**src/rfp_pkg.sv**
```systemverilog
`timescale 1ns / 1ps

package rfp_pkg;

	localparam logic [15:0] CRC_POLY = 16'hA001;

	localparam logic [7:0] TYPE_INT_A   = 8'hA1;
	localparam logic [7:0] TYPE_FLOAT_A = 8'hA2;
	localparam logic [7:0] TYPE_STR_A   = 8'hA3;
	localparam logic [7:0] TYPE_INT_B   = 8'hB1;
	localparam logic [7:0] TYPE_FLOAT_B = 8'hB2;
	localparam logic [7:0] TYPE_STR_B   = 8'hB3;

	localparam logic [1:0] ST_OK      = 2'd0;
	localparam logic [1:0] ST_CRC_BAD = 2'd1;
	localparam logic [1:0] ST_UNKNOWN = 2'd2;

	localparam logic KIND_STRING  = 1'b0;
	localparam logic KIND_SUMMARY = 1'b1;

	typedef struct packed {
		logic [7:0] rx_byte;
		logic       frame_start;
	} in_beat_t;

	typedef struct packed {
		logic        result_kind;
		logic [7:0]  string_byte;
		logic [7:0]  addr_byte;
		logic [7:0]  func_byte;
		logic [7:0]  type_code;
		logic [31:0] number_value;
		logic [7:0]  string_length;
		logic [1:0]  status;
		logic        last;
	} result_t;

	function automatic logic [15:0] crc_step(logic [15:0] crc, logic [7:0] b);
		logic [15:0] c;
		c = crc ^ {8'h00, b};
		for (int i = 0; i < 8; i++) begin
			if (c[0]) begin
				c = (c >> 1) ^ CRC_POLY;
			end else begin
				c = c >> 1;
			end
		end
		return c;
	endfunction

	function automatic logic is_number_type(logic [7:0] t);
		return (t == TYPE_INT_A) || (t == TYPE_INT_B) ||
			(t == TYPE_FLOAT_A) || (t == TYPE_FLOAT_B);
	endfunction

	function automatic logic is_string_type(logic [7:0] t);
		return (t == TYPE_STR_A) || (t == TYPE_STR_B);
	endfunction

endpackage

```
**src/rfp_in_reg.sv**
```systemverilog
`timescale 1ns / 1ps

module rfp_in_reg
	import rfp_pkg::*;
(
	input  logic       clk,
	input  logic       arst_n,
	input  logic [7:0] rx_byte,
	input  logic       frame_start,
	input  logic       in_valid,
	output logic       in_ready,
	input  logic       take,
	output logic       valid_s1,
	output in_beat_t   beat_s1
);

	assign in_ready = !valid_s1 || take;

	always_ff @(posedge clk or negedge arst_n) begin
		if (!arst_n) begin
			valid_s1 <= 1'b0;
		end else if (in_ready) begin
			valid_s1 <= in_valid;
		end
	end

	always_ff @(posedge clk) begin
		if (in_ready && in_valid) begin
			beat_s1.rx_byte     <= rx_byte;
			beat_s1.frame_start <= frame_start;
		end
	end

endmodule

```
**src/rfp_parser.sv**
```systemverilog
`timescale 1ns / 1ps

module rfp_parser
	import rfp_pkg::*;
(
	input  logic     clk,
	input  logic     arst_n,
	input  logic     step,
	input  in_beat_t beat,
	output logic     res_valid,
	output result_t  res
);

	localparam logic [2:0] PH_IDLE  = 3'd0;
	localparam logic [2:0] PH_FUNC  = 3'd1;
	localparam logic [2:0] PH_TYPE  = 3'd2;
	localparam logic [2:0] PH_VALUE = 3'd3;
	localparam logic [2:0] PH_LEN   = 3'd4;
	localparam logic [2:0] PH_STR   = 3'd5;
	localparam logic [2:0] PH_CRCLO = 3'd6;
	localparam logic [2:0] PH_CRCHI = 3'd7;

	logic [2:0]  phase_q,  phase_d;
	logic [15:0] crc_q,    crc_d;
	logic [7:0]  left_q,   left_d;
	logic [7:0]  addr_q,   addr_d;
	logic [7:0]  func_q,   func_d;
	logic [7:0]  type_q,   type_d;
	logic [31:0] value_q,  value_d;
	logic [7:0]  len_q,    len_d;
	logic [7:0]  crclo_q,  crclo_d;
	logic [15:0] crc_next;
	logic [7:0]  b;
	logic        is_num;
	logic        is_str;
	logic        kind;
	logic [7:0]  sbyte;
	logic [1:0]  status;

	assign b        = beat.rx_byte;
	assign crc_next = crc_step(beat.frame_start ? 16'h0000 : crc_q, b);

	always_comb begin
		phase_d   = phase_q;
		crc_d     = crc_q;
		left_d    = left_q;
		addr_d    = addr_q;
		func_d    = func_q;
		type_d    = type_q;
		value_d   = value_q;
		len_d     = len_q;
		crclo_d   = crclo_q;
		res_valid = 1'b0;
		kind      = KIND_SUMMARY;
		sbyte     = 8'h00;
		status    = ST_OK;
		if (beat.frame_start) begin
			addr_d  = b;
			func_d  = 8'h00;
			type_d  = 8'h00;
			value_d = 32'h0;
			len_d   = 8'h00;
			left_d  = 8'h00;
			crclo_d = 8'h00;
			crc_d   = crc_next;
			phase_d = PH_FUNC;
		end else begin
			case (phase_q)
				PH_FUNC: begin
					func_d  = b;
					crc_d   = crc_next;
					phase_d = PH_TYPE;
				end
				PH_TYPE: begin
					type_d = b;
					crc_d  = crc_next;
					if (is_number_type(b)) begin
						value_d = 32'h0;
						left_d  = 8'd4;
						phase_d = PH_VALUE;
					end else if (is_string_type(b)) begin
						phase_d = PH_LEN;
					end else begin
						phase_d   = PH_IDLE;
						res_valid = 1'b1;
						status    = ST_UNKNOWN;
					end
				end
				PH_VALUE: begin
					value_d = {value_q[23:0], b};
					crc_d   = crc_next;
					left_d  = left_q - 8'd1;
					if (left_q == 8'd1) begin
						phase_d = PH_CRCLO;
					end
				end
				PH_LEN: begin
					len_d   = b;
					crc_d   = crc_next;
					left_d  = b;
					phase_d = (b == 8'h00) ? PH_CRCLO : PH_STR;
				end
				PH_STR: begin
					crc_d     = crc_next;
					left_d    = left_q - 8'd1;
					if (left_q == 8'd1) begin
						phase_d = PH_CRCLO;
					end
					res_valid = 1'b1;
					kind      = KIND_STRING;
					sbyte     = b;
				end
				PH_CRCLO: begin
					crclo_d = b;
					phase_d = PH_CRCHI;
				end
				PH_CRCHI: begin
					phase_d   = PH_IDLE;
					res_valid = 1'b1;
					status    = ({b, crclo_q} == crc_q) ? ST_OK : ST_CRC_BAD;
				end
				default: begin
					phase_d = PH_IDLE;
				end
			endcase
		end
	end

	assign is_num = is_number_type(type_d);
	assign is_str = is_string_type(type_d);

	always_comb begin
		res.result_kind    = kind;
		res.string_byte    = sbyte;
		res.addr_byte      = addr_d;
		res.func_byte      = func_d;
		res.type_code      = type_d;
		res.number_value   = (kind == KIND_SUMMARY && is_num) ? value_d : 32'h0;
		res.string_length  = is_str ? len_d : 8'h00;
		res.status         = status;
		res.last           = (kind == KIND_SUMMARY);
	end

	always_ff @(posedge clk or negedge arst_n) begin
		if (!arst_n) begin
			phase_q <= PH_IDLE;
			crc_q   <= 16'h0000;
			left_q  <= 8'h00;
			addr_q  <= 8'h00;
			func_q  <= 8'h00;
			type_q  <= 8'h00;
			value_q <= 32'h0;
			len_q   <= 8'h00;
			crclo_q <= 8'h00;
		end else if (step) begin
			phase_q <= phase_d;
			crc_q   <= crc_d;
			left_q  <= left_d;
			addr_q  <= addr_d;
			func_q  <= func_d;
			type_q  <= type_d;
			value_q <= value_d;
			len_q   <= len_d;
			crclo_q <= crclo_d;
		end
	end

`ifndef ASSERT_OFF
	a_string_fields: assert property (@(posedge clk) disable iff (!arst_n)
		(res_valid && res.result_kind == KIND_STRING) |->
			(res.status == ST_OK && !res.last && res.number_value == 32'h0))
		else $error("string beat carries summary fields");

	a_start_opens: assert property (@(posedge clk) disable iff (!arst_n)
		(step && beat.frame_start) |=> (phase_q == PH_FUNC))
		else $error("frame start did not open a frame");

	a_crchi_closes: assert property (@(posedge clk) disable iff (!arst_n)
		(step && !beat.frame_start && phase_q == PH_CRCHI) |=>
			(phase_q == PH_IDLE))
		else $error("frame not closed after crc");

	a_idle_silent: assert property (@(posedge clk) disable iff (!arst_n)
		(!beat.frame_start && phase_q == PH_IDLE) |-> !res_valid)
		else $error("result from an idle byte");
`endif

endmodule

```
**src/rfp_out_reg.sv**
```systemverilog
`timescale 1ns / 1ps

module rfp_out_reg
	import rfp_pkg::*;
(
	input  logic    clk,
	input  logic    arst_n,
	input  logic    load,
	input  result_t res,
	output logic    slot_free,
	output logic    out_valid,
	input  logic    out_ready,
	output result_t res_q
);

	assign slot_free = !out_valid || out_ready;

	always_ff @(posedge clk or negedge arst_n) begin
		if (!arst_n) begin
			out_valid <= 1'b0;
		end else if (slot_free) begin
			out_valid <= load;
		end
	end

	always_ff @(posedge clk) begin
		if (slot_free && load) begin
			res_q <= res;
		end
	end

endmodule

```
**src/response_frame_parser_crc16_core.sv**
```systemverilog
`timescale 1ns / 1ps

// Response frame parser with CRC-16/ARC check. Takes one frame byte per beat and
// sustains one byte per clock cycle while results are taken; a byte passes an input
// register and then the result register, where its result is presented.
// The whole parse step, including the eight-bit CRC update, is combinational logic
// between those two registers. String bytes leave as single results; a summary
// with status closes each frame. A full output register stalls the input side.

module response_frame_parser_crc16_core
	import rfp_pkg::*;
(
	input  logic        clk,
	input  logic        arst_n,
	input  logic [7:0]  rx_byte,
	input  logic        frame_start,
	input  logic        in_valid,
	output logic        in_ready,
	output logic        out_valid,
	input  logic        out_ready,
	output logic        result_kind,
	output logic [7:0]  string_byte,
	output logic [7:0]  addr_byte,
	output logic [7:0]  func_byte,
	output logic [7:0]  type_code,
	output logic [31:0] number_value,
	output logic [7:0]  string_length,
	output logic [1:0]  status,
	output logic        last
);

	logic     valid_s1;
	in_beat_t beat_s1;
	logic     slot_free;
	logic     step;
	logic     res_valid;
	result_t  res;
	result_t  res_q;

	assign step = valid_s1 && slot_free;

	rfp_in_reg u_in_reg (
		.clk         (clk),
		.arst_n      (arst_n),
		.rx_byte     (rx_byte),
		.frame_start (frame_start),
		.in_valid    (in_valid),
		.in_ready    (in_ready),
		.take        (step),
		.valid_s1    (valid_s1),
		.beat_s1     (beat_s1)
	);

	rfp_parser u_parser (
		.clk       (clk),
		.arst_n    (arst_n),
		.step      (step),
		.beat      (beat_s1),
		.res_valid (res_valid),
		.res       (res)
	);

	rfp_out_reg u_out_reg (
		.clk       (clk),
		.arst_n    (arst_n),
		.load      (step && res_valid),
		.res       (res),
		.slot_free (slot_free),
		.out_valid (out_valid),
		.out_ready (out_ready),
		.res_q     (res_q)
	);

	assign result_kind    = res_q.result_kind;
	assign string_byte    = res_q.string_byte;
	assign addr_byte      = res_q.addr_byte;
	assign func_byte      = res_q.func_byte;
	assign type_code      = res_q.type_code;
	assign number_value   = res_q.number_value;
	assign string_length  = res_q.string_length;
	assign status         = res_q.status;
	assign last           = res_q.last;

endmodule
```
**config.mk**
```make
export PLATFORM = sky130hd
export DESIGN_NAME = response_frame_parser_crc16_core
export DESIGN_NICKNAME = d
export VERILOG_FILES = /design/src/rfp_pkg.sv /design/src/rfp_in_reg.sv /design/src/rfp_parser.sv /design/src/rfp_out_reg.sv /design/src/response_frame_parser_crc16_core.sv
export SDC_FILE = /design/constraint.sdc
export NUM_CORES = 1
export LEC_CHECK = 0
export BUFFER_PORTS_ARGS = -buffer_cell sky130_fd_sc_hd__buf_2
export CORE_ASPECT_RATIO = 1.25
export CORE_MARGIN = 2
export CORE_UTILIZATION = 51
export CTS_BUF_LIST = sky130_fd_sc_hd__clkbuf_2
export CTS_CLUSTER_DIAMETER = 30
export CTS_CLUSTER_SIZE = 12
export DETAILED_ROUTE_END_ITERATION = 8
export GPL_TIMING_DRIVEN = 0
export HOLD_SLACK_MARGIN = 0.08
export PLACE_DENSITY = 0.71
export SETUP_SLACK_MARGIN = 0.02
export SLEW_MARGIN = 20
export SYNTH_ARGS = -nofsm -noshare
export SYNTH_HDL_FRONTEND = slang
export SYNTH_SLANG_ARGS = --single-unit
```
**constraint.sdc**
```tcl
create_clock -name clk -period 11.5 [get_ports clk]
set_clock_uncertainty 0.2 [all_clocks]
set_input_delay 1.725 -clock clk [delete_from_list [all_inputs] [get_ports clk]]
set_output_delay 1.725 -clock clk [all_outputs]
set_load 0.02 [all_outputs]
```
==> PnR_summary.wiki, run 1 <==
{| class="wikitable"
! Metric !! Value
|-
| Core Area || 0.01614 sq mm
|-
| Max-slew violation count || 0
|-
| CTS hold repair buffers || 0
|-
| Starting Density || 51.91%
|-
| Minimum clock period after layout || 4.107 ns
|-
| Area share of the largest cell type after synthesis || 30.18%
|-
| Number of maximum-capacitance violations || 0
|-
| TNS Setup || 0 ns
|-
| Distinct cells, synth || 51
|-
| Half-perimeter wire length after placement || 14250 um
|-
| Internal reg-to-reg setup slack || 8.23 ns
|-
| Port Buffers || 90
|-
| Cell Rows || 52
|-
| Critical path arrival || 2.18 ns
|-
| Overall Global Routing Usage || 23.84%
|-
| Critical hold path startpoint || u_parser.func_q[4]$_DFFE_PN0P_
|-
| Die extent in y || 147.3 um
|-
| Hold Violations, Final || 0
|-
| Unrepaired setup endpoints after global routing || false
|-
| Transition time at the pin with the least slew margin || 0.8346 ns
|-
| Ys flop type || sky130_fd_sc_hd__dfrtp_1
|-
| Maximum fanout count along the critical path || 3
|-
| Routed via count || 6112
|-
| Library cell with the highest instance count after synthesis || sky130_fd_sc_hd__dfrtp_1
|-
| Peak supply drop || 0.00009857 V
|-
| GPL Wtd Cong || 0.8975
|-
| Cell internal pwr || 1195 uW
|-
| Mean instance size in the synthesized netlist || 11.62 sq um
|-
| Clock Tree Root || sky130_fd_sc_hd__clkbuf_2
|-
| Switching share of power || 37.96%
|-
| Register bit count reported by yosys || 185
|-
| Asr flop ratio synth || 54.59%
|-
| Count of unresolved DRC violations after routing || 0
|-
| Synthesized Nets || 736
|-
| Headroom to the max-slew limit || 44.36%
|-
| Clock network fraction of total power || 14.4%
|-
| First-pass GRT wire length || 32420 um
|-
| Layout Utilization || 58.04%
|-
| TritonCTS clock tree || done
|-
| Clock Sink Count || 185
|-
| Worst reg2reg path endpoint || u_parser.type_q[6]$_DFFE_PN0P_
|-
| Fin cells || 1063
|-
| Most common library cells after synthesis || 101 x sky130_fd_sc_hd__dfrtp_1, 99 x sky130_fd_sc_hd__nand2_1, 84 x sky130_fd_sc_hd__edfxtp_1, 56 x sky130_fd_sc_hd__nor2_1, 44 x sky130_fd_sc_hd__a22oi_1
|-
| Number of cells on the worst hold path || 2
|-
| Area delta synth->final || 11.82%
|-
| Final routed wirelength across all metal layers || 20210 um
|-
| Hold crit path type || register to register
|-
| Status || completed
|-
| Number of nets in the finished design || 848
|-
| Post-CTS clock slew at the launch and capture registers of the worst setup and hold paths || 0.22 ns
|-
| WP data required || 9.58 ns
|-
| First-pass iteration count of the detailed router || 8
|-
| Wire length per cell || 19.01 um
|-
| Antenna Violating Nets Remaining || 0
|-
| Final global-route overflow total || 0
|-
| P per Cell Area || 205.7 mW/mm^2
|-
| Pin count of the biggest net entering global routing || 68
|-
| Depth of the worst register-to-register path || 6
|-
| Share of layout cells above drive strength 1 || 19.98%
|-
| Buffers from clock root to sink, at most || 2
|-
| Register area share after synthesis || 60.29%
|-
| Routed vias/inst || 5.750
|-
| Dominant cells by area after synthesis || sky130_fd_sc_hd__dfrtp_1 30%, sky130_fd_sc_hd__edfxtp_1 30%, sky130_fd_sc_hd__nand2_1 4.4%
|-
| Startpoint of the lowest-slack register-to-register path || u_in_reg.beat_s1[0]$_DFFE_PP_
|-
| Number of DRC violations after detailed-routing iteration 0 || 678
|-
| Relative contribution of sequential cells to total power || 49.1%
|-
| Part of the cycle the worst path needs || 35.71%
|-
| Endpoint class of the critical path || output pin
|-
| Worst Hold Path EP || u_parser.func_q[4]$_DFFE_PN0P_
|-
| H-tree depth || 4
|-
| Placed cells || 1030
|-
| Post-synth top area cell || sky130_fd_sc_hd__dfrtp_1
|-
| Die Area || 0.01747 sq mm
|-
| Die boundary width || 118.6 um
|-
| Syn Inst Count || 721
|-
| Post-synth EDFFs || 84
|-
| Io pins || 91
|-
| Initial antenna violation count || 1
|-
| Setup violations, final || 0
|-
| Part of the power in combinational logic || 36.5%
|-
| Number of gates resized after CTS || 0
|-
| Post-CTS setup buffer count || 0
|-
| Number of buffers inserted during clock tree synthesis || 17
|-
| Setup crit start kind || input port
|-
| Path type of the worst setup path || input port to output pin
|-
| Number of global-route vias before repair || 6217
|-
| Maximum frequency from static timing analysis || 243.5 MHz
|-
| Cell area after synthesis || 0.008376 sq mm
|-
| Switching power summed over all nets || 731.2 uW
|-
| Leak Pwr || 0.003730 uW
|-
| Later-pin clock latency in the skew report || 0.78 ns
|-
| Warnings from Yosys || 0
|}
[power groups by stage]
stage	clock [uW]	combinational (uW)	sequential [uW]
2_1_floorplan	0	493	968
3_3_place_gp	0	662	956
3_5_place_dp	0	695	959
4_1_cts	282	699	944
5_1_grt	307	771	963
6_report	277	703	946
[per-stage QoR]
step	instance area, sq um	setup WS [ns]	total power [uW]	hold WS (ns)
floorplan	8376	5.609	1461	0.2451
global placement	9096	4.166	1618	0.2583
detailed placement	9185	7.388	1654	0.2630
CTS	9363	7.385	1925	0.3110
global route	9365	7.374	2042	0.3405
finish	9365	7.393	1926	0.3124
[how the worst max path moves through the flow]
stage	from	endpoint	slack (ns)	cells past startpoint
global placement	out_ready	u_out_reg.res_q[60]$_DFFE_PP_	4.17	4
floorplan	out_ready	u_out_reg.res_q[10]$_SDFFCE_PN0P_	5.61	3
CTS	out_ready	in_ready	7.39	3
global route	out_ready	in_ready	7.37	3
finish	out_ready	in_ready	7.39	3
detailed placement	out_ready	in_ready	7.39	3
[logic make-up after synthesis]
group                      after synthesis  share of synthesized area [%]
and+or+nand+nor                        237                          13.31
DFF                                    185                          60.29
xor gates and xnor gates                46                          5.393
adders and majority gates                2                         0.2987
muxes                                   39                          5.004
buffers and inverters                   62                          3.242
AOI/OAI and AO/OA                      150                          12.46
[layer usage]
layer  global-route usage [%]  vias to the layer above  wire, um
met4                    10.18                        0       601
met3                    4.775                       41       943
li1                         -                     2812         -
met2                    42.47                      229     10790
met5                        0                        -         0
met1                    27.93                     3030      7874
[state kept, by name (all words and copies together) (netlist names), 8 cells and up]
register          cells
u_parser.value_q     32
u_parser.crclo_q      8
u_parser.left_q       8
u_parser.func_q       8
u_parser.len_q        8
u_in_reg.beat_s1      9
u_parser.crc_q       16
u_out_reg.res_q      75
u_parser.addr_q       8
u_parser.type_q       8
[layout make-up]
cell class | count | area, sq um
diodes | 1 | 2.502
plain buffers | 54 | 241.5
clock buffers | 20 | 100.1
clock inverters | 12 | 77.57
fillers | 1399 | 6770
inverters | 8 | 30.03
multi-input cells | 474 | 3062
flip-flops and latches | 185 | 5050
well taps | 216 | 270.3
repair buffers | 93 | 531.8
[critical path, cell delays in order]
cell and delay, ns:
sky130_fd_sc_hd__buf_2 0.10, sky130_fd_sc_hd__nand3b_1 0.18, sky130_fd_sc_hd__buf_2 0.18
[cell usage in the layout (no fill, tap or decap), types with 10 or more instances in the layout]
cell type                  instances
sky130_fd_sc_hd__a21oi_1          14
sky130_fd_sc_hd__a22o_1           32
sky130_fd_sc_hd__a22oi_1          44
sky130_fd_sc_hd__and3_1           12
sky130_fd_sc_hd__buf_2            93
sky130_fd_sc_hd__clkbuf_1         40
sky130_fd_sc_hd__clkbuf_2         20
sky130_fd_sc_hd__dfrtp_1         101
sky130_fd_sc_hd__edfxtp_1         84
sky130_fd_sc_hd__mux2_2           23
sky130_fd_sc_hd__mux2i_1          16
sky130_fd_sc_hd__nand2_1          99
sky130_fd_sc_hd__nand4_1          10
sky130_fd_sc_hd__nor2_1           55
sky130_fd_sc_hd__nor4_1           12
sky130_fd_sc_hd__o21ai_0          36
sky130_fd_sc_hd__xnor2_1          36
Power figures use the tool's default switching activity.
==> run 2, diff against run 1 <==
Settings changed: ABC_AREA set to 1.
Clock period 11.5 ns to 4.1 ns, I/O delays scaled along.
==> run 2 against run 1 <==
Effect of this change: clock power rose to 3.5 times the previous value; largest power group unchanged; non-clock buffer count up 14; global-route usage up 1.6 points; worst hold slack worse by 0.0069 ns; sequential share of layout area down 2.6 points; count of clock-buffer cells in the layout up 1; combinational power up 100%.
==> PnR_summary.wiki, run 2 <==
{| class="wikitable"
! Metric !! Value
|-
| Cell Rows || 53
|-
| Max-slew violation count || 0
|-
| Area share of the largest cell type after synthesis || 29.35%
|-
| Endpoint class of the critical path || register
|-
| Wire length per cell || 16.96 um
|-
| Number of maximum-capacitance violations || 0
|-
| Worst reg2reg path endpoint || u_out_reg.res_q[35]$_SDFFCE_PN0P_
|-
| Critical path arrival || 3.76 ns
|-
| Post-Place Worst Slack || 0.5252 ns
|-
| Regs by FF count || u_out_reg.res_q x75, u_parser.value_q x32, u_parser.crc_q x16
|-
| Die extent in y || 149.3 um
|-
| Pin count of the biggest net entering global routing || 68
|-
| Cell area after synthesis || 0.008612 sq mm
|-
| Critical hold path startpoint || u_parser.type_q[6]$_DFFE_PN0P_
|-
| Critical Path, Cell by Cell || inv_2 > buf_6 > buf_2 > clkbuf_1 > nand2_1 > nor2_4 > buf_12
|-
| Worst setup path endpoint || u_out_reg.res_q[35]$_SDFFCE_PN0P_
|-
| Xor/xnor share of the synthesized area || 2.441%
|-
| Mean instance size in the synthesized netlist || 9.310 sq um
|-
| TNS Setup || 0 ns
|-
| Hold Violations, Final || 0
|-
| Share of layout cells above drive strength 1 || 18.57%
|-
| Number of gates resized after CTS || 0
|-
| Flip-flop count of the largest register after layout || 75
|-
| Register area || 0.005050 sq mm
|-
| Ys flop type || sky130_fd_sc_hd__dfrtp_1
|-
| WP data required || 4.40 ns
|-
| Filler cell count in the final layout || 1504
|-
| Most used cells in the layout excluding fill and tap cells || 227 x sky130_fd_sc_hd__nand2_1, 112 x sky130_fd_sc_hd__o21ai_0, 103 x sky130_fd_sc_hd__buf_2, 101 x sky130_fd_sc_hd__inv_1, 101 x sky130_fd_sc_hd__dfrtp_1
|-
| Unrepaired setup endpoints after global routing || false
|-
| Number of global-route vias before repair || 6742
|-
| Fraction of the mapped netlist area in adder cells || 0.2906%
|-
| Later-pin clock latency in the skew report || 0.79 ns
|-
| Post-synth EDFFs || 84
|-
| Buffers from clock root to sink, at most || 2
|-
| Post-placement cell area || 0.009419 sq mm
|-
| Placed cells || 1238
|-
| Multi-input gate area || 0.002913 sq mm
|-
| Leak Pwr || 0.004101 uW
|-
| First-pass iteration count of the detailed router || 5
|-
| Synth Area in Compound Gates || 12.35%
|-
| Delay of the slowest critical-path stage || 0.66 ns
|-
| Part of the cycle the worst path needs || 84.50%
|-
| Maximum fanout count along the critical path || 26
|-
| Peak supply drop || 0.0002505 V
|-
| Worst hold margin || 0.3055 ns
|-
| Dominant combinational cell family by area after synthesis || simple AND/OR/NAND/NOR gates
|-
| Post-synth top area cell || sky130_fd_sc_hd__dfrtp_1
|-
| Status || completed
|-
| Register containing the most flip-flops in the final layout || u_out_reg.res_q
|-
| Antenna Violating Nets Remaining || 0
|-
| Setup crit start kind || register
|-
| Library cell with the highest instance count after synthesis || sky130_fd_sc_hd__nand2_1
|-
| Area delta synth->final || 14.33%
|-
| Warnings from Yosys || 0
|-
| Setup violations, final || 0
|-
| H-tree depth || 4
|-
| Maximum frequency from static timing analysis || 288.6 MHz
|-
| Least setup slack across all paths after layout || 0.6356 ns
|-
| Worst setup startpoint || u_in_reg.beat_s1[0]$_DFFE_PP_
|-
| Io pins || 91
|-
| Final routed wirelength across all metal layers || 21830 um
|-
| Final global-route overflow total || 0
|-
| Number of nets in the finished design || 1068
|-
| Starting Density || 51.53%
|-
| Post-CTS clock slew at the launch and capture registers of the worst setup and hold paths || 0.24 ns
|-
| Register bit count reported by yosys || 185
|-
| TritonCTS clock tree || done
|-
| Asr flop ratio synth || 54.59%
|-
| Most common cell after layout, fill and taps aside || sky130_fd_sc_hd__nand2_1
|-
| Syn Inst Count || 925
|-
| Most common library cells after synthesis || 227 x sky130_fd_sc_hd__nand2_1, 112 x sky130_fd_sc_hd__o21ai_0, 101 x sky130_fd_sc_hd__dfrtp_1, 101 x sky130_fd_sc_hd__inv_1, 84 x sky130_fd_sc_hd__edfxtp_1
|-
| Depth of the worst register-to-register path || 7
|-
| Dominant cells by area after synthesis || sky130_fd_sc_hd__dfrtp_1 29%, sky130_fd_sc_hd__edfxtp_1 29%, sky130_fd_sc_hd__nand2_1 9.9%
|-
| Number of buffers inserted during clock tree synthesis || 17
|-
| Hold crit path type || register to register
|-
| Die Area || 0.01795 sq mm
|-
| Path type of the worst setup path || register to register
|-
| Portion of netlist area occupied by mux cells || 0%
|-
| Count of unresolved DRC violations after routing || 0
|-
| Startpoint of the lowest-slack register-to-register path || u_in_reg.beat_s1[0]$_DFFE_PP_
|-
| Fraction of the mapped netlist area in simple logic gates || 18.65%
|-
| Half-perimeter wire length after placement || 15430 um
|-
| P per Cell Area || 488.1 mW/mm^2
|-
| Register area share after synthesis || 58.64%
|-
| Internal reg-to-reg setup slack || 0.64 ns
|-
| Synthesized Nets || 940
|-
| Routed vias/inst || 5.395
|-
| Number of DRC violations after detailed-routing iteration 0 || 565
|-
| Clock Sink Count || 185
|-
| Fin cells || 1287
|-
| Initial antenna violation count || 1
|-
| Distinct cells, synth || 39
|-
| Headroom to the max-slew limit || 44.58%
|-
| Overall Global Routing Usage || 25.42%
|-
| Transition time at the pin with the least slew margin || 0.8313 ns
|-
| Cell with the largest stage delay on the worst path || sky130_fd_sc_hd__nor2_4
|-
| Die boundary width || 120.2 um
|-
| First-pass GRT wire length || 34730 um
|-
| GPL Wtd Cong || 0.9156
|-
| Port Buffers || 90
|-
| Core Area || 0.01671 sq mm
|-
| Finished layout cell area || 0.009846 sq mm
|-
| Routed via count || 6944
|-
| Clock Tree Root || sky130_fd_sc_hd__clkbuf_2
|-
| Minimum clock period after layout || 3.464 ns
|}
[run 2: cell count changes in the layout (fill, tap and decap cells not counted), sizes merged, moves of 12 or more]
cell         previous run  this run
and3                   12         0
inv                     9       108
a22oi                  44         0
nor2                   59        75
mux2i                  16         0
nand2                  99       227
a22o                   32         0
o21ai                  37       126
nand3                   1        43
dlygate4sd3             0        15
xnor2                  37        16
mux2                   23         0
o22ai                   0        24
[run 2: timing repair]
action / 4_1_cts / 5_1_grt
hold endpoints to repair: 112 / 0
hold buffers: 16 / 0
setup buffers: 0 / 0
[run 2: layout make-up]
class	instances	share of cell area, %
well taps	220	2.796
flip-flops and latches	185	51.29
repair buffers	109	7.053
diodes	1	0.02542
plain buffers	52	2.592
clock inverters	11	1.512
inverters	107	4.079
clock buffers	21	1.067
multi-input cells	581	29.58
[run 2: worst min path at each step]
stage | to | slack (ns) | cells after the start
2_1_floorplan | u_in_reg.valid_s1$_DFFE_PN0N_ | 0.12 | 0
3_3_place_gp | u_parser.type_q[5]$_DFFE_PN0P_ | 0.26 | 2
3_5_place_dp | u_parser.type_q[4]$_DFFE_PN0P_ | 0.26 | 2
4_1_cts | u_in_reg.beat_s1[2]$_DFFE_PP_ | 0.26 | 2
5_1_grt | u_in_reg.beat_s1[2]$_DFFE_PP_ | 0.28 | 2
6_report | u_parser.type_q[6]$_DFFE_PN0P_ | 0.31 | 2
[run 2: routing by layer]
metal | global-route usage, % | routed length (um) | vias to the layer above
met5 | 0 | 0 | -
met4 | 14.36 | 1013 | 0
met3 | 5.046 | 1396 | 71
met2 | 41.22 | 10580 | 272
met1 | 31.94 | 8841 | 3273
li1 | - | - | 3328
[run 2: stage by stage]
stage               util (%)  total power, uW
CTS                    58.90             4813
finish                 58.92             4805
global route           58.92             5100
floorplan                  -             3416
global placement       55.89             3792
detailed placement     56.36             3831
[run 2: kinds of logic (layout without fill, tap and decap cells)]
logic type               after synthesis  after routing
AO/OA/AOI/OAI                        185            185
XOR/XNOR                              24             24
other                                  0              1
adder cells (fa/ha/maj)                2              2
buffers and inverters                159            300
AND/OR/NAND/NOR                      370            370
flip-flops                           185            185
[run 2: report_power, final]
group          total (uW)  internal, uW  switching, uW
clock                 974           351            623
combinational        1410           458            954
sequential           2420          2230            185
total                4810          3040           1760
[run 2: critical path, delay by kind of cell (launching register included)]
family                 cells  cell delay [ns]
buffers and inverters      5             1.34
DFF                        1             0.55
and+or+nand+nor            2             1.07
==> run 3, diff against run 2 <==
Clock period 4.1 ns to 3.4 ns, I/O delays scaled along.
==> run 3 against run 2 <==
Effect of this change: clock power increased by 12%; critical path depth did not move; register-to-register slack lost 0.47 ns; worst setup slack got worse by 0.47 ns; highest routed layer unchanged; sequential share of layout area grew 0.085 points; total power rose by 19%; wire length decreased by 2.9%.
==> PnR_summary.wiki, run 3 (synthesis results as in run 2) <==
{| class="wikitable"
! Metric !! Value
|-
| Status || completed
|-
| Pin count of the biggest net entering global routing || 57
|-
| Most common cell after layout, fill and taps aside || sky130_fd_sc_hd__nand2_1
|-
| Final global-route overflow total || 0
|-
| Port Buffers || 90
|-
| Share of layout cells above drive strength 1 || 18.46%
|-
| Die extent in y || 149.3 um
|-
| Worst setup startpoint || u_in_reg.beat_s1[0]$_DFFE_PP_
|-
| Internal reg-to-reg setup slack || 0.17 ns
|-
| Worst reg2reg path endpoint || u_out_reg.res_q[54]$_DFFE_PP_
|-
| Number of global-route vias before repair || 6606
|-
| Buffers from clock root to sink, at most || 2
|-
| Clock Tree Root || sky130_fd_sc_hd__clkbuf_2
|-
| Met3 track utilization from global routing || 3.670%
|-
| Transition time at the pin with the least slew margin || 0.7909 ns
|-
| Hold Violations, Final || 0
|-
| Number of gates resized after CTS || 0
|-
| Unrepaired setup endpoints after global routing || false
|-
| Clock Sink Count || 185
|-
| Die boundary width || 120.2 um
|-
| Depth of the worst register-to-register path || 7
|-
| Later-pin clock latency in the skew report || 0.77 ns
|-
| Worst setup path endpoint || u_out_reg.res_q[54]$_DFFE_PP_
|-
| Starting Density || 51.53%
|-
| Minimum clock period after layout || 3.234 ns
|-
| Number of DRC violations after detailed-routing iteration 0 || 650
|-
| First-pass iteration count of the detailed router || 7
|-
| Leak Pwr || 0.004094 uW
|-
| Half-perimeter wire length after placement || 14830 um
|-
| Critical path arrival || 3.53 ns
|-
| GPL Wtd Cong || 0.9413
|-
| Cell Rows || 53
|-
| Peak supply drop || 0.0002265 V
|-
| Placed cells || 1238
|-
| Setup violations, final || 0
|-
| Initial antenna violation count || 1
|-
| TritonCTS clock tree || done
|-
| Flip-flop count of the largest register after layout || 75
|-
| Wire length per cell || 16.47 um
|-
| Register containing the most flip-flops in the final layout || u_out_reg.res_q
|-
| Maximum frequency from static timing analysis || 309.2 MHz
|-
| Fraction of met1 tracks used by global routing || 32.35%
|-
| Routed via count || 6929
|-
| Hold crit path type || input port to register
|-
| Final routed wirelength across all metal layers || 21210 um
|-
| Post-CTS clock slew at the launch and capture registers of the worst setup and hold paths || 0.26 ns
|-
| Setup crit start kind || register
|-
| Max-slew violation count || 0
|-
| Area delta synth->final || 14.14%
|-
| Most used cells in the layout excluding fill and tap cells || 227 x sky130_fd_sc_hd__nand2_1, 112 x sky130_fd_sc_hd__o21ai_0, 103 x sky130_fd_sc_hd__buf_2, 101 x sky130_fd_sc_hd__inv_1, 101 x sky130_fd_sc_hd__dfrtp_1
|-
| Peak-usage layer in the global routing report || met2
|-
| Endpoint class of the critical path || register
|-
| Maximum fanout count along the critical path || 29
|-
| Startpoint of the lowest-slack register-to-register path || u_in_reg.beat_s1[0]$_DFFE_PP_
|-
| Die Area || 0.01795 sq mm
|-
| P per Cell Area || 579.8 mW/mm^2
|-
| Routed vias/inst || 5.380
|-
| Number of nets in the finished design || 1069
|-
| Number of maximum-capacitance violations || 0
|-
| Io pins || 91
|-
| Regs by FF count || u_out_reg.res_q x75, u_parser.value_q x32, u_parser.crc_q x16
|-
| Headroom to the max-slew limit || 47.27%
|-
| Fin cells || 1288
|-
| Number of buffers inserted during clock tree synthesis || 17
|-
| Part of the cycle the worst path needs || 95.13%
|-
| WP data required || 3.69 ns
|-
| Filler cell count in the final layout || 1523
|-
| Antenna Violating Nets Remaining || 0
|-
| Core Area || 0.01671 sq mm
|-
| First-pass GRT wire length || 33560 um
|-
| Path type of the worst setup path || register to register
|-
| TNS Setup || 0 ns
|-
| Met2 demand-to-capacity share in global routing || 40.20%
|-
| Count of unresolved DRC violations after routing || 0
|-
| H-tree depth || 4
|-
| Overall Global Routing Usage || 24.39%
|}
-- run 3: changes by cell type in the layout (fill, tap and decap cells not counted), sizes merged --
| cell | before | now |
|---|---|---|
| nor2 | 75 | 76 |
| clkbuf | 49 | 46 |
| bufinv | 3 | 1 |
| clkinvlp | 3 | 1 |
| inv | 108 | 115 |
-- run 3: worst min-delay path by stage --
stage,from,to,slack (ns),depth (start not counted)
after floorplan,arst_n,u_in_reg.valid_s1$_DFFE_PN0N_,0.01,0
after global placement,u_parser.type_q[4]$_DFFE_PN0P_,u_parser.type_q[4]$_DFFE_PN0P_,0.26,2
after detailed placement,u_parser.type_q[3]$_DFFE_PN0P_,u_parser.type_q[3]$_DFFE_PN0P_,0.26,2
after CTS,rx_byte[4],u_in_reg.beat_s1[5]$_DFFE_PP_,0.20,2
after global routing,rx_byte[3],u_in_reg.beat_s1[4]$_DFFE_PP_,0.18,2
final,rx_byte[4],u_in_reg.beat_s1[5]$_DFFE_PP_,0.23,2
-- run 3: critical path, stage by stage, from the launching register on --
cell and delay [ns]:
sky130_fd_sc_hd__edfxtp_1 0.54, sky130_fd_sc_hd__inv_2 0.13, sky130_fd_sc_hd__buf_6 0.15, sky130_fd_sc_hd__buf_2 0.28
sky130_fd_sc_hd__clkbuf_1 0.51, sky130_fd_sc_hd__nand2_1 0.42, sky130_fd_sc_hd__nor2_4 0.48, sky130_fd_sc_hd__buf_12 0.25
-- run 3: cell type report --
class / instances / area (sq um) / share of cell area, %
diodes: 1 / 2.502 / 0.02546
plain buffers: 52 / 255.2 / 2.597
clock buffers: 18 / 90.09 / 0.9165
clock inverters: 14 / 133.9 / 1.362
inverters: 107 / 401.6 / 4.086
multi-input cells: 582 / 2919 / 29.70
flip-flops and latches: 185 / 5050 / 51.37
well taps: 220 / 275.3 / 2.800
repair buffers: 109 / 701.9 / 7.141
-- run 3: where the power goes --
part | switching, uW | leakage (uW) | internal, uW
sequential | 216 | 0.00215 | 2700
clock | 803 | 0.000140 | 289
combinational | 1140 | 0.00180 | 554
total | 2160 | 0.00409 | 3540
-- run 3: per-stage QoR --
stage / cell area (sq um) / utilization (%) / hold WS, ns / setup slack, ns / total power, uW
after floorplan: 8620 / - / 0.01441 / 0.2617 / 4119
after global placement: 9345 / 55.92 / 0.2569 / -0.8677 / 4547
after detailed placement: 9419 / 56.36 / 0.2603 / -0.03227 / 4601
after CTS: 9827 / 58.80 / 0.1964 / 0.1687 / 5693
after global routing: 9829 / 58.82 / 0.1785 / 0.03743 / 6039
final: 9829 / 58.82 / 0.2316 / 0.1656 / 5699
-- run 3: layer usage --
metal  vias to the layer above  wire length [um]  share of wire [%]
li1                       3324                 -                  -
met1                      3298              8860                 42
met2                       260             10310                 49
met3                        47              1340                6.3
met4                         0               704                3.3
met5                         -                 0                  0
-- run 3: timing repair --
action	CTS	global route
hold buffers	16	0
setup buffers	0	0
setup endpoints to repair	37	0
endpoints found under the hold margin	119	0
